--- src/hw/rtl/vrfp_pkg.sv ---
package vrfp_pkg;

    localparam logic [4:0] FRAME_LEN = 5'd16;
    localparam logic [4:0] SUM_POS   = 5'd14;
    localparam logic [7:0] LEN_VALUE = 8'd15;
    localparam logic [7:0] CMD_RF     = 8'h72;
    localparam logic [7:0] CMD_STATUS = 8'h76;
    localparam logic [7:0] CMD_SENSOR = 8'h73;

    localparam int W_MINF = 0;
    localparam int W_MAXF = 1;
    localparam int W_MAXP = 2;
    localparam int W_FREQ = 3;
    localparam int W_SETP = 4;
    localparam int W_ACTP = 5;
    localparam int W_PIT  = 6;
    localparam int W_TEMP = 7;
    localparam int NUM_WORDS = 8;

    typedef enum logic [2:0] {
        ST_ACCEPTED  = 3'd0,
        ST_IGNORED   = 3'd1,
        ST_LEN_ERR   = 3'd2,
        ST_SUM_ERR   = 3'd3,
        ST_END_ERR   = 3'd4,
        ST_DONE      = 3'd5
    } t_status;

    typedef enum logic [1:0] {
        KIND_OTHER  = 2'd0,
        KIND_RF     = 2'd1,
        KIND_STATUS = 2'd2,
        KIND_SENSOR = 2'd3
    } t_kind;

    typedef enum logic [1:0] {
        PH_COLLECT = 2'd0,
        PH_DONE    = 2'd1,
        PH_ERROR   = 2'd2
    } t_phase;

    typedef struct packed {
        t_status     status;
        t_kind       frame_kind;
        logic [15:0] min_frequency;
        logic [15:0] max_frequency;
        logic [15:0] power_limit;
        logic [15:0] frequency;
        logic [15:0] set_power;
        logic [15:0] output_power;
        logic [7:0]  pit_flag;
        logic [15:0] temperature;
    } t_result;

    typedef struct packed {
        t_phase     phase;
        logic [4:0] count;
    } t_core_stat;

endpackage

--- src/hw/rtl/vrfp_in_if.sv ---
interface vrfp_in_if ();
    logic       valid;
    logic       ready;
    logic       mode;
    logic [7:0] rx_byte;

    modport source (output valid, output mode, output rx_byte, input ready);
    modport sink   (input valid, input mode, input rx_byte, output ready);
endinterface

--- src/hw/rtl/vrfp_out_if.sv ---
interface vrfp_out_if ();
    logic        valid;
    logic        ready;
    logic [2:0]  status;
    logic [1:0]  frame_kind;
    logic [15:0] min_frequency;
    logic [15:0] max_frequency;
    logic [15:0] power_limit;
    logic [15:0] frequency;
    logic [15:0] set_power;
    logic [15:0] output_power;
    logic [7:0]  pit_flag;
    logic [15:0] temperature;

    modport source (
        output valid, output status, output frame_kind,
        output min_frequency, output max_frequency, output power_limit,
        output frequency, output set_power, output output_power,
        output pit_flag, output temperature,
        input ready
    );
    modport sink (
        input valid, input status, input frame_kind,
        input min_frequency, input max_frequency, input power_limit,
        input frequency, input set_power, input output_power,
        input pit_flag, input temperature,
        output ready
    );
endinterface

--- src/hw/rtl/vtx_reply_frame_parser.sv ---
// Channel  Dir  Payload                                      Transfer
// i_rx     in   mode, rx_byte                                valid & ready
// o_res    out  status, frame_kind, eight held words         valid & ready
//
// One result per input transfer, one transfer per cycle when o_res keeps up.
// Parser state updates in the accepting cycle; the result is registered in the
// output register, or in the skid stage while o_res stalls. A two-entry output
// buffer (register plus skid stage) keeps i_rx ready for one more byte while a
// result waits; i_rx.ready drops only when both entries are full. Synchronous
// active-low reset clears the parser state and zeroes the held words.
module vtx_reply_frame_parser import vrfp_pkg::*; (
    input logic          i_clk,
    input logic          i_rst_n,
    vrfp_in_if.sink      i_rx,
    vrfp_out_if.source   o_res
);

    t_result    w_result;
    t_result    w_out;
    t_core_stat w_stat;
    logic       w_fire;

    assign w_fire = i_rx.valid && i_rx.ready;

    vrfp_core u_core (
        .i_clk     (i_clk),
        .i_rst_n   (i_rst_n),
        .i_fire    (w_fire),
        .i_mode    (i_rx.mode),
        .i_rx_byte (i_rx.rx_byte),
        .o_result  (w_result),
        .o_stat    (w_stat)
    );

    vrfp_skid u_skid (
        .i_clk   (i_clk),
        .i_rst_n (i_rst_n),
        .i_valid (i_rx.valid),
        .o_ready (i_rx.ready),
        .i_data  (w_result),
        .o_valid (o_res.valid),
        .i_ready (o_res.ready),
        .o_data  (w_out)
    );

    assign o_res.status        = w_out.status;
    assign o_res.frame_kind    = w_out.frame_kind;
    assign o_res.min_frequency = w_out.min_frequency;
    assign o_res.max_frequency = w_out.max_frequency;
    assign o_res.power_limit   = w_out.power_limit;
    assign o_res.frequency     = w_out.frequency;
    assign o_res.set_power     = w_out.set_power;
    assign o_res.output_power  = w_out.output_power;
    assign o_res.pit_flag      = w_out.pit_flag;
    assign o_res.temperature   = w_out.temperature;

    a_kind_only_on_done: assert property (@(posedge i_clk) disable iff (!i_rst_n)
        (o_res.valid && o_res.status != ST_DONE) |-> (o_res.frame_kind == KIND_OTHER))
        else $error("frame kind set on a result that is not frame done");

    a_arm_restarts: assert property (@(posedge i_clk) disable iff (!i_rst_n)
        (w_fire && i_rx.mode) |=> (w_stat.count == 5'd0 && w_stat.phase == PH_COLLECT))
        else $error("arm did not restart the parser");

    a_count_bound: assert property (@(posedge i_clk) disable iff (!i_rst_n)
        w_stat.count <= FRAME_LEN)
        else $error("byte count beyond frame length");

    a_stall_means_full: assert property (@(posedge i_clk) disable iff (!i_rst_n)
        !i_rx.ready |-> o_res.valid)
        else $error("input stalled while output register is empty");

endmodule

--- src/hw/rtl/vrfp_core.sv ---
module vrfp_core import vrfp_pkg::*; (
    input  logic       i_clk,
    input  logic       i_rst_n,
    input  logic       i_fire,
    input  logic       i_mode,
    input  logic [7:0] i_rx_byte,
    output t_result    o_result,
    output t_core_stat o_stat
);

    logic [4:0]  r_count, n_count;
    t_phase      r_phase, n_phase;
    logic [7:0]  r_sum, n_sum;
    logic [7:0]  r_frame [1:9];
    logic [15:0] r_words [NUM_WORDS];
    logic [15:0] n_words [NUM_WORDS];
    logic        n_store;
    t_status     n_status;
    t_kind       n_kind;

    always_comb begin
        n_count  = r_count;
        n_phase  = r_phase;
        n_sum    = r_sum;
        n_store  = 1'b0;
        n_status = ST_ACCEPTED;
        n_kind   = KIND_OTHER;
        for (int k = 0; k < NUM_WORDS; k++) begin
            n_words[k] = r_words[k];
        end
        if (i_mode) begin
            n_count = '0;
            n_phase = PH_COLLECT;
        end else if (r_phase != PH_COLLECT || r_count >= FRAME_LEN) begin
            n_status = ST_IGNORED;
        end else begin
            if (r_count == 5'd0) begin
                if (i_rx_byte != LEN_VALUE) begin
                    n_phase  = PH_ERROR;
                    n_status = ST_LEN_ERR;
                end
                n_sum = '0;
            end else if (r_count < SUM_POS) begin
                n_sum   = r_sum + i_rx_byte;
                n_store = (r_count <= 5'd9);
            end else if (r_count == SUM_POS) begin
                if (r_sum != i_rx_byte) begin
                    n_phase  = PH_ERROR;
                    n_status = ST_SUM_ERR;
                end
            end else if (i_rx_byte != 8'd0) begin
                n_phase  = PH_ERROR;
                n_status = ST_END_ERR;
            end else begin
                n_phase  = PH_DONE;
                n_status = ST_DONE;
                case (r_frame[1])
                    CMD_RF: begin
                        n_kind          = KIND_RF;
                        n_words[W_MINF] = {r_frame[3], r_frame[2]};
                        n_words[W_MAXF] = {r_frame[5], r_frame[4]};
                        n_words[W_MAXP] = {r_frame[7], r_frame[6]};
                    end
                    CMD_STATUS: begin
                        n_kind          = KIND_STATUS;
                        n_words[W_FREQ] = {r_frame[3], r_frame[2]};
                        n_words[W_SETP] = {r_frame[5], r_frame[4]};
                        n_words[W_PIT]  = {8'h00, r_frame[7]};
                        n_words[W_ACTP] = {r_frame[9], r_frame[8]};
                    end
                    CMD_SENSOR: begin
                        n_kind          = KIND_SENSOR;
                        n_words[W_TEMP] = {r_frame[7], r_frame[6]};
                    end
                    default: begin
                        n_kind = KIND_OTHER;
                    end
                endcase
            end
            n_count = r_count + 5'd1;
        end
    end

    always_ff @(posedge i_clk) begin
        if (!i_rst_n) begin
            r_count <= '0;
            r_phase <= PH_COLLECT;
            r_sum   <= '0;
            for (int k = 0; k < NUM_WORDS; k++) begin
                r_words[k] <= '0;
            end
        end else if (i_fire) begin
            r_count <= n_count;
            r_phase <= n_phase;
            r_sum   <= n_sum;
            for (int k = 0; k < NUM_WORDS; k++) begin
                r_words[k] <= n_words[k];
            end
        end
    end

    always_ff @(posedge i_clk) begin
        if (i_fire && n_store) begin
            r_frame[r_count[3:0]] <= i_rx_byte;
        end
    end

    always_comb begin
        o_result.status        = n_status;
        o_result.frame_kind    = n_kind;
        o_result.min_frequency = n_words[W_MINF];
        o_result.max_frequency = n_words[W_MAXF];
        o_result.power_limit   = n_words[W_MAXP];
        o_result.frequency     = n_words[W_FREQ];
        o_result.set_power     = n_words[W_SETP];
        o_result.output_power  = n_words[W_ACTP];
        o_result.pit_flag      = n_words[W_PIT][7:0];
        o_result.temperature   = n_words[W_TEMP];
    end

    assign o_stat.phase = r_phase;
    assign o_stat.count = r_count;

endmodule

--- src/hw/rtl/vrfp_skid.sv ---
module vrfp_skid import vrfp_pkg::*; (
    input  logic    i_clk,
    input  logic    i_rst_n,
    input  logic    i_valid,
    output logic    o_ready,
    input  t_result i_data,
    output logic    o_valid,
    input  logic    i_ready,
    output t_result o_data
);

    logic    r_out_v;
    logic    r_skid_v;
    t_result r_out;
    t_result r_skid;
    logic    w_fire;
    logic    w_drain;

    assign o_ready = !r_skid_v;
    assign w_fire  = i_valid && !r_skid_v;
    assign w_drain = !r_out_v || i_ready;

    always_ff @(posedge i_clk) begin
        if (!i_rst_n) begin
            r_out_v  <= 1'b0;
            r_skid_v <= 1'b0;
        end else if (w_drain) begin
            r_out_v  <= r_skid_v || w_fire;
            r_skid_v <= 1'b0;
        end else if (w_fire) begin
            r_skid_v <= 1'b1;
        end
    end

    always_ff @(posedge i_clk) begin
        if (w_drain) begin
            r_out <= r_skid_v ? r_skid : i_data;
        end else if (w_fire) begin
            r_skid <= i_data;
        end
    end

    assign o_valid = r_out_v;
    assign o_data  = r_out;

endmodule
--- src/flat_wrapper.sv ---
// flat-port wrapper written by rule: the top's interface ports become plain ports
module vtx_reply_frame_parser_flat import vrfp_pkg::*;
  (i_clk, i_rst_n, i_rx_valid, i_rx_mode, i_rx_rx_byte, i_rx_ready, o_res_valid, o_res_status, o_res_frame_kind, o_res_min_frequency, o_res_max_frequency, o_res_power_limit, o_res_frequency, o_res_set_power, o_res_output_power, o_res_pit_flag, o_res_temperature, o_res_ready);
  vrfp_in_if i_rx_i ();
  vrfp_out_if o_res_i ();
  input logic i_clk;
  input logic i_rst_n;
  input wire logic [$bits(i_rx_i.valid)-1:0] i_rx_valid;
  input wire logic [$bits(i_rx_i.mode)-1:0] i_rx_mode;
  input wire logic [$bits(i_rx_i.rx_byte)-1:0] i_rx_rx_byte;
  output wire logic [$bits(i_rx_i.ready)-1:0] i_rx_ready;
  output wire logic [$bits(o_res_i.valid)-1:0] o_res_valid;
  output wire logic [$bits(o_res_i.status)-1:0] o_res_status;
  output wire logic [$bits(o_res_i.frame_kind)-1:0] o_res_frame_kind;
  output wire logic [$bits(o_res_i.min_frequency)-1:0] o_res_min_frequency;
  output wire logic [$bits(o_res_i.max_frequency)-1:0] o_res_max_frequency;
  output wire logic [$bits(o_res_i.power_limit)-1:0] o_res_power_limit;
  output wire logic [$bits(o_res_i.frequency)-1:0] o_res_frequency;
  output wire logic [$bits(o_res_i.set_power)-1:0] o_res_set_power;
  output wire logic [$bits(o_res_i.output_power)-1:0] o_res_output_power;
  output wire logic [$bits(o_res_i.pit_flag)-1:0] o_res_pit_flag;
  output wire logic [$bits(o_res_i.temperature)-1:0] o_res_temperature;
  input wire logic [$bits(o_res_i.ready)-1:0] o_res_ready;
  assign i_rx_i.valid = i_rx_valid;
  assign i_rx_i.mode = i_rx_mode;
  assign i_rx_i.rx_byte = i_rx_rx_byte;
  assign i_rx_ready = i_rx_i.ready;
  assign o_res_valid = o_res_i.valid;
  assign o_res_status = o_res_i.status;
  assign o_res_frame_kind = o_res_i.frame_kind;
  assign o_res_min_frequency = o_res_i.min_frequency;
  assign o_res_max_frequency = o_res_i.max_frequency;
  assign o_res_power_limit = o_res_i.power_limit;
  assign o_res_frequency = o_res_i.frequency;
  assign o_res_set_power = o_res_i.set_power;
  assign o_res_output_power = o_res_i.output_power;
  assign o_res_pit_flag = o_res_i.pit_flag;
  assign o_res_temperature = o_res_i.temperature;
  assign o_res_i.ready = o_res_ready;
  vtx_reply_frame_parser u_core (.i_clk(i_clk), .i_rst_n(i_rst_n), .i_rx(i_rx_i), .o_res(o_res_i));
endmodule
--- config.mk ---
export PLATFORM = sky130hd
export DESIGN_NAME = vtx_reply_frame_parser_flat
export DESIGN_NICKNAME = d
export VERILOG_FILES = /design/src/hw/rtl/vrfp_pkg.sv /design/src/hw/rtl/vrfp_in_if.sv /design/src/hw/rtl/vrfp_out_if.sv /design/src/hw/rtl/vtx_reply_frame_parser.sv /design/src/hw/rtl/vrfp_core.sv /design/src/hw/rtl/vrfp_skid.sv /design/src/flat_wrapper.sv
export SDC_FILE = /design/constraint.sdc
export NUM_CORES = 1
export LEC_CHECK = 0
export BUFFER_PORTS_ARGS = -buffer_cell sky130_fd_sc_hd__buf_2
export CORE_ASPECT_RATIO = 0.9
export CORE_MARGIN = 3
export CORE_UTILIZATION = 60
export DETAILED_ROUTE_END_ITERATION = 8
export GPL_TIMING_DRIVEN = 0
export PLACE_DENSITY_LB_ADDON = 0.05
export RECOVER_POWER = 100
export SLEW_MARGIN = 15
export SYNTH_ARGS = -nofsm -noshare
export SYNTH_HDL_FRONTEND = slang
export SYNTH_HIERARCHICAL = 1
export SYNTH_SLANG_ARGS = --single-unit
--- constraint.sdc ---
create_clock -name i_clk -period 18.9 [get_ports i_clk]
set_clock_uncertainty 0.05 [all_clocks]
set_input_delay 1.89 -clock i_clk [delete_from_list [all_inputs] [get_ports i_clk]]
set_output_delay 1.89 -clock i_clk [all_outputs]
set_load 0.01 [all_outputs]
==> run summary <==
The flow ran to the end, but the final reports show violations. The horizontal die dimension came out at 192.0 um. The depth of the worst register-to-register path came out at 7. edfxtp_1 takes more of the synthesized area than any other cell.

Clock tree synthesis found a total of 459 sinks. Of the cells placed in the final design, the portion with a size suffix greater than 1 is 15.90%. The number of buffers added to fix hold violations after cts came out at 0. The longest clock path from root to sink contains 3 buffers. Combinational cells account for 6.0% of the total power.

Counting flops with an async set or reset pin after synthesis yields a share of 0%. The critical path data arrival time is 7.80 ns. The count of yosys warnings during synthesis is 6. The capture endpoint of the worst hold path is u_core/u_core/r_sum[5]. The number of cells on the worst hold path came out at 2.

The tightest slew margin relative to the limit came out at -85.54%. In the global route stage, overall resource usage came out at 22.07%. The global route total overflow is 0.

The clock group share of total power is 39.3%. The initial antenna violation count is 0. The wire length of the first global-routing pass is 56630 um. The slew at the pin closest to its max-slew limit is 2.783 ns.

The standby leakage power is 7.549 nW. The site row count came out at 60. The final cell count without fillers is 1667. The largest net degree at the start of global routing is 47. The number of flops mapped to enable cells by yosys is 442. The global placement routability congestion came out at 0.8114.

The number of instances resized during post-cts repair is 0. The startpoint of the worst register-to-register path is u_core/u_skid/o_valid. The worst slack on hold paths came out at 0.4246 ns. The count of unique library cells instantiated by Yosys is 57.

The path class of the tightest hold or removal check is reg -> reg. For this run, the leading register cell type out of synthesis is edfxtp_1. The tool flagged a number of max-cap violations equal to 6. The final reports fail on max-capacitance violations, max-slew violations. The number of pins with negative max-slew slack in the final report came out at 258. The number of optimization iterations in the first detailed-route pass is 5.

The vertical die dimension is 173.4 um. The number of nets with antenna violations after detailed routing came out at 0. The initial standard-cell utilization of the core came out at 61.76%. The growth of design area from synthesis to finish came out at 12.15%. The peak clock frequency supported by timing came out at 130.3 MHz. The shortest clock period the worst path allows after layout came out at 7.677 ns. After synthesis the netlist holds a flip-flop and latch count of 459. The number of endpoints with negative hold slack in the final report came out at 0.

The mean routed wirelength per cell came out at 21.79 um. The cell internal power dissipation came out at 1.718 mW. STA classifies the critical path endpoint as a register. Pin placement for this block handled 140 I/O pins.

The setup slack of the most critical reg-to-reg path came out at 12.42 ns. Summed over all nets, the half-perimeter wirelength after detailed placement is 22970 um. STA classifies the critical path startpoint as an input pin. The area of the die is 0.03330 sq mm. The net switching power is 0.4604 mW. The endpoint identified for the worst register-to-register timing path is u_core/u_skid/r_skid[52]. The placed cell count came out at 1585. The clock latency on the worst-skew pair came out at 0.54 ns.

The count of buffers inserted at the top-level ports is 139. The average vias per placed instance is 5.684. The area share of the largest cell type after synthesis came out at 71.03%. The required time at the endpoint of the critical path came out at 19.02 ns. The worst ir drop on vdd came out at 0.07724 mV. The number of nets in the synthesized netlist is 1048. The maximum net fanout on the critical path is 46.

TritonCTS built the clock tree. The mean instance size in the synthesized netlist is 18.27 sq um. By startpoint and endpoint, the worst setup path is classified as in -> reg. The clock root buffer is clkbuf_16. The total area inside the core boundary comes to 0.03025 sq mm. TritonCTS created 45 clock buffers. For this block, the initial DRC count from the detailed router was 665.

The aggregate negative setup slack came out at 0 ns. By area the synthesized netlist is led by edfxtp_1, mux2_2, nor2b_1, mux2_4, dfxtp_1. The post-synthesis instance area is 0.01869 sq mm. Setup repair after global routing left no endpoint under its margin. The via count of the first global-routing pass came out at 9509. The power per cell area came out at 104.0 mW/mm^2. The count of nets after finishing is 1254. For this run, design rule violations remaining after detail routing come to 0.

The H-tree depth is 2. The number of setup buffers added after CTS is 0. The final period utilization came out at 40.62%.

After technology mapping, the gate count stands at 1023. The part of the Yosys area used for sequential elements is 72.85%. In this run the most critical hold path is launched from u_core/u_core/r_sum[5]. In this run, flip-flops and latches consume 54.7% of the power.

Setup violations remaining at the end of the flow were counted as 0. The total wire length came out at 36330 um. The antenna cell count came out at 0. The clock transition at the registers of the reported paths is 0.06 ns.

For this run, the share of the core covered by cells in the final layout is 69.27%. The routed via count is 9476. The switching part of the total is 21.13%.
==> layout make-up <==
class                           instances  area (sq um)
Timing Repair Buffer                  159         600.6
Multi-Input combinational cell        511          4492
Inverter                                9         33.78
Tap cell                              403         504.2
Buffer                                 44         295.3
Fill cell                            2136          9298
Sequential cell                       459         13610
Clock buffer                           51          1191
Clock inverter                         31         226.5
==> worst max-delay path, stage by stage <==
cell and delay (ns):
buf_2 0.09, nand2b_1 0.96, clkbuf_1 1.29, nor3b_1 1.50, clkbuf_1 0.49, clkbuf_1 0.51
clkbuf_1 0.51, clkbuf_1 0.51
==> Yosys cell counts (9+ instances only) <==
| library cell | number |
|---|---|
| and2_1 | 32 |
| buf_6 | 10 |
| clkbuf_1 | 16 |
| dfxtp_1 | 17 |
| edfxtp_1 | 442 |
| ha_1 | 11 |
| inv_1 | 9 |
| mux2_2 | 202 |
| mux2_4 | 40 |
| nand2_1 | 14 |
| nor2_1 | 11 |
| nor2b_1 | 104 |
==> cell families after synthesis <==
| family | Yosys count | share of synthesized area (%) |
|---|---|---|
| multiplexers | 245 | 15.57 |
| adder cells (fa/ha/maj) | 12 | 0.8437 |
| buffers and inverters | 53 | 2.123 |
| XOR/XNOR | 3 | 0.1406 |
| AO/OA/AOI/OAI | 37 | 1.393 |
| AND/OR/NAND/NOR | 214 | 7.078 |
| flip-flops | 459 | 72.85 |
==> cell usage in the layout, fill, tap and decap left out, types with 3 or more instances in the layout <==
master,instances
a211oi_1,3
a21boi_0,5
a21o_1,3
a21oi_1,4
and2_0,19
and2_1,13
and3_1,8
buf_2,5
buf_6,4
bufinv_16,3
clkbuf_1,189
clkbuf_16,47
clkbuf_8,7
clkinv_1,14
clkinv_2,11
dfxtp_1,17
edfxtp_1,442
ha_1,11
inv_1,9
mux2_1,128
mux2_2,117
nand2_1,14
nand2b_1,3
nand3_1,7
nand3b_1,4
nand4_1,6
nor2_1,11
nor2b_1,104
nor3_1,5
nor4_1,7
o21a_1,3
o21ai_0,8
or3_1,3
==> how the worst max path moves through the flow <==
stage                                            to       startpoint  slack (ns)  depth (start not counted)
final                      u_core/u_skid/r_skid[52]      o_res_ready       11.22                          8
after global placement     u_core/u_skid/r_skid[52]      o_res_ready       -6.45                          3
after CTS                 u_core/u_skid/o_data[103]  i_rx_rx_byte[5]       14.49                          8
after global routing       u_core/u_skid/r_skid[52]      o_res_ready       10.55                          8
after detailed placement  u_core/u_skid/o_data[103]  i_rx_rx_byte[4]       13.92                          8
after floorplan             u_core/u_skid/r_skid[0]      o_res_ready        3.70                          2
==> sequential cells by signal, indices dropped and copies added (netlist names) <==
signal / count
u_core/u_core/r_count: 5
u_core/u_core/r_frame: 72
u_core/u_core/r_phase: 2
u_core/u_core/r_sum: 8
u_core/u_core/r_words: 120
u_core/u_skid/o_data: 125
u_core/u_skid/o_valid: 1
u_core/u_skid/r_skid: 125
u_core/u_skid/r_skid_v: 1
==> routing by layer <==
metal	track usage [%]	up-vias	part of all wire, %
met3	3.255	56	4.8
li1	-	4332	-
met5	0	-	0
met4	5.402	0	2.1
met1	33.05	4846	46
met2	34.70	242	47
==> power by group through the flow <==
stage	clock network, mW	logic [mW]	registers [mW]
5_1_grt	0.921	0.142	1.20
4_1_cts	0.875	0.151	1.19
6_report	0.857	0.130	1.19
2_1_floorplan	0	0.0723	1.23
3_5_place_dp	0	0.149	1.21
3_3_place_gp	0	0.143	1.22
==> metrics by stage <==
stage	area, sq um	worst slack (ns)	total power, mW
2_1_floorplan	18690	3.702	1.302
3_3_place_gp	19890	-6.452	1.363
3_5_place_dp	20140	13.92	1.360
4_1_cts	21560	14.49	2.216
5_1_grt	20960	10.55	2.259
6_report	20960	11.22	2.179
Power figures use the tool's default switching activity.
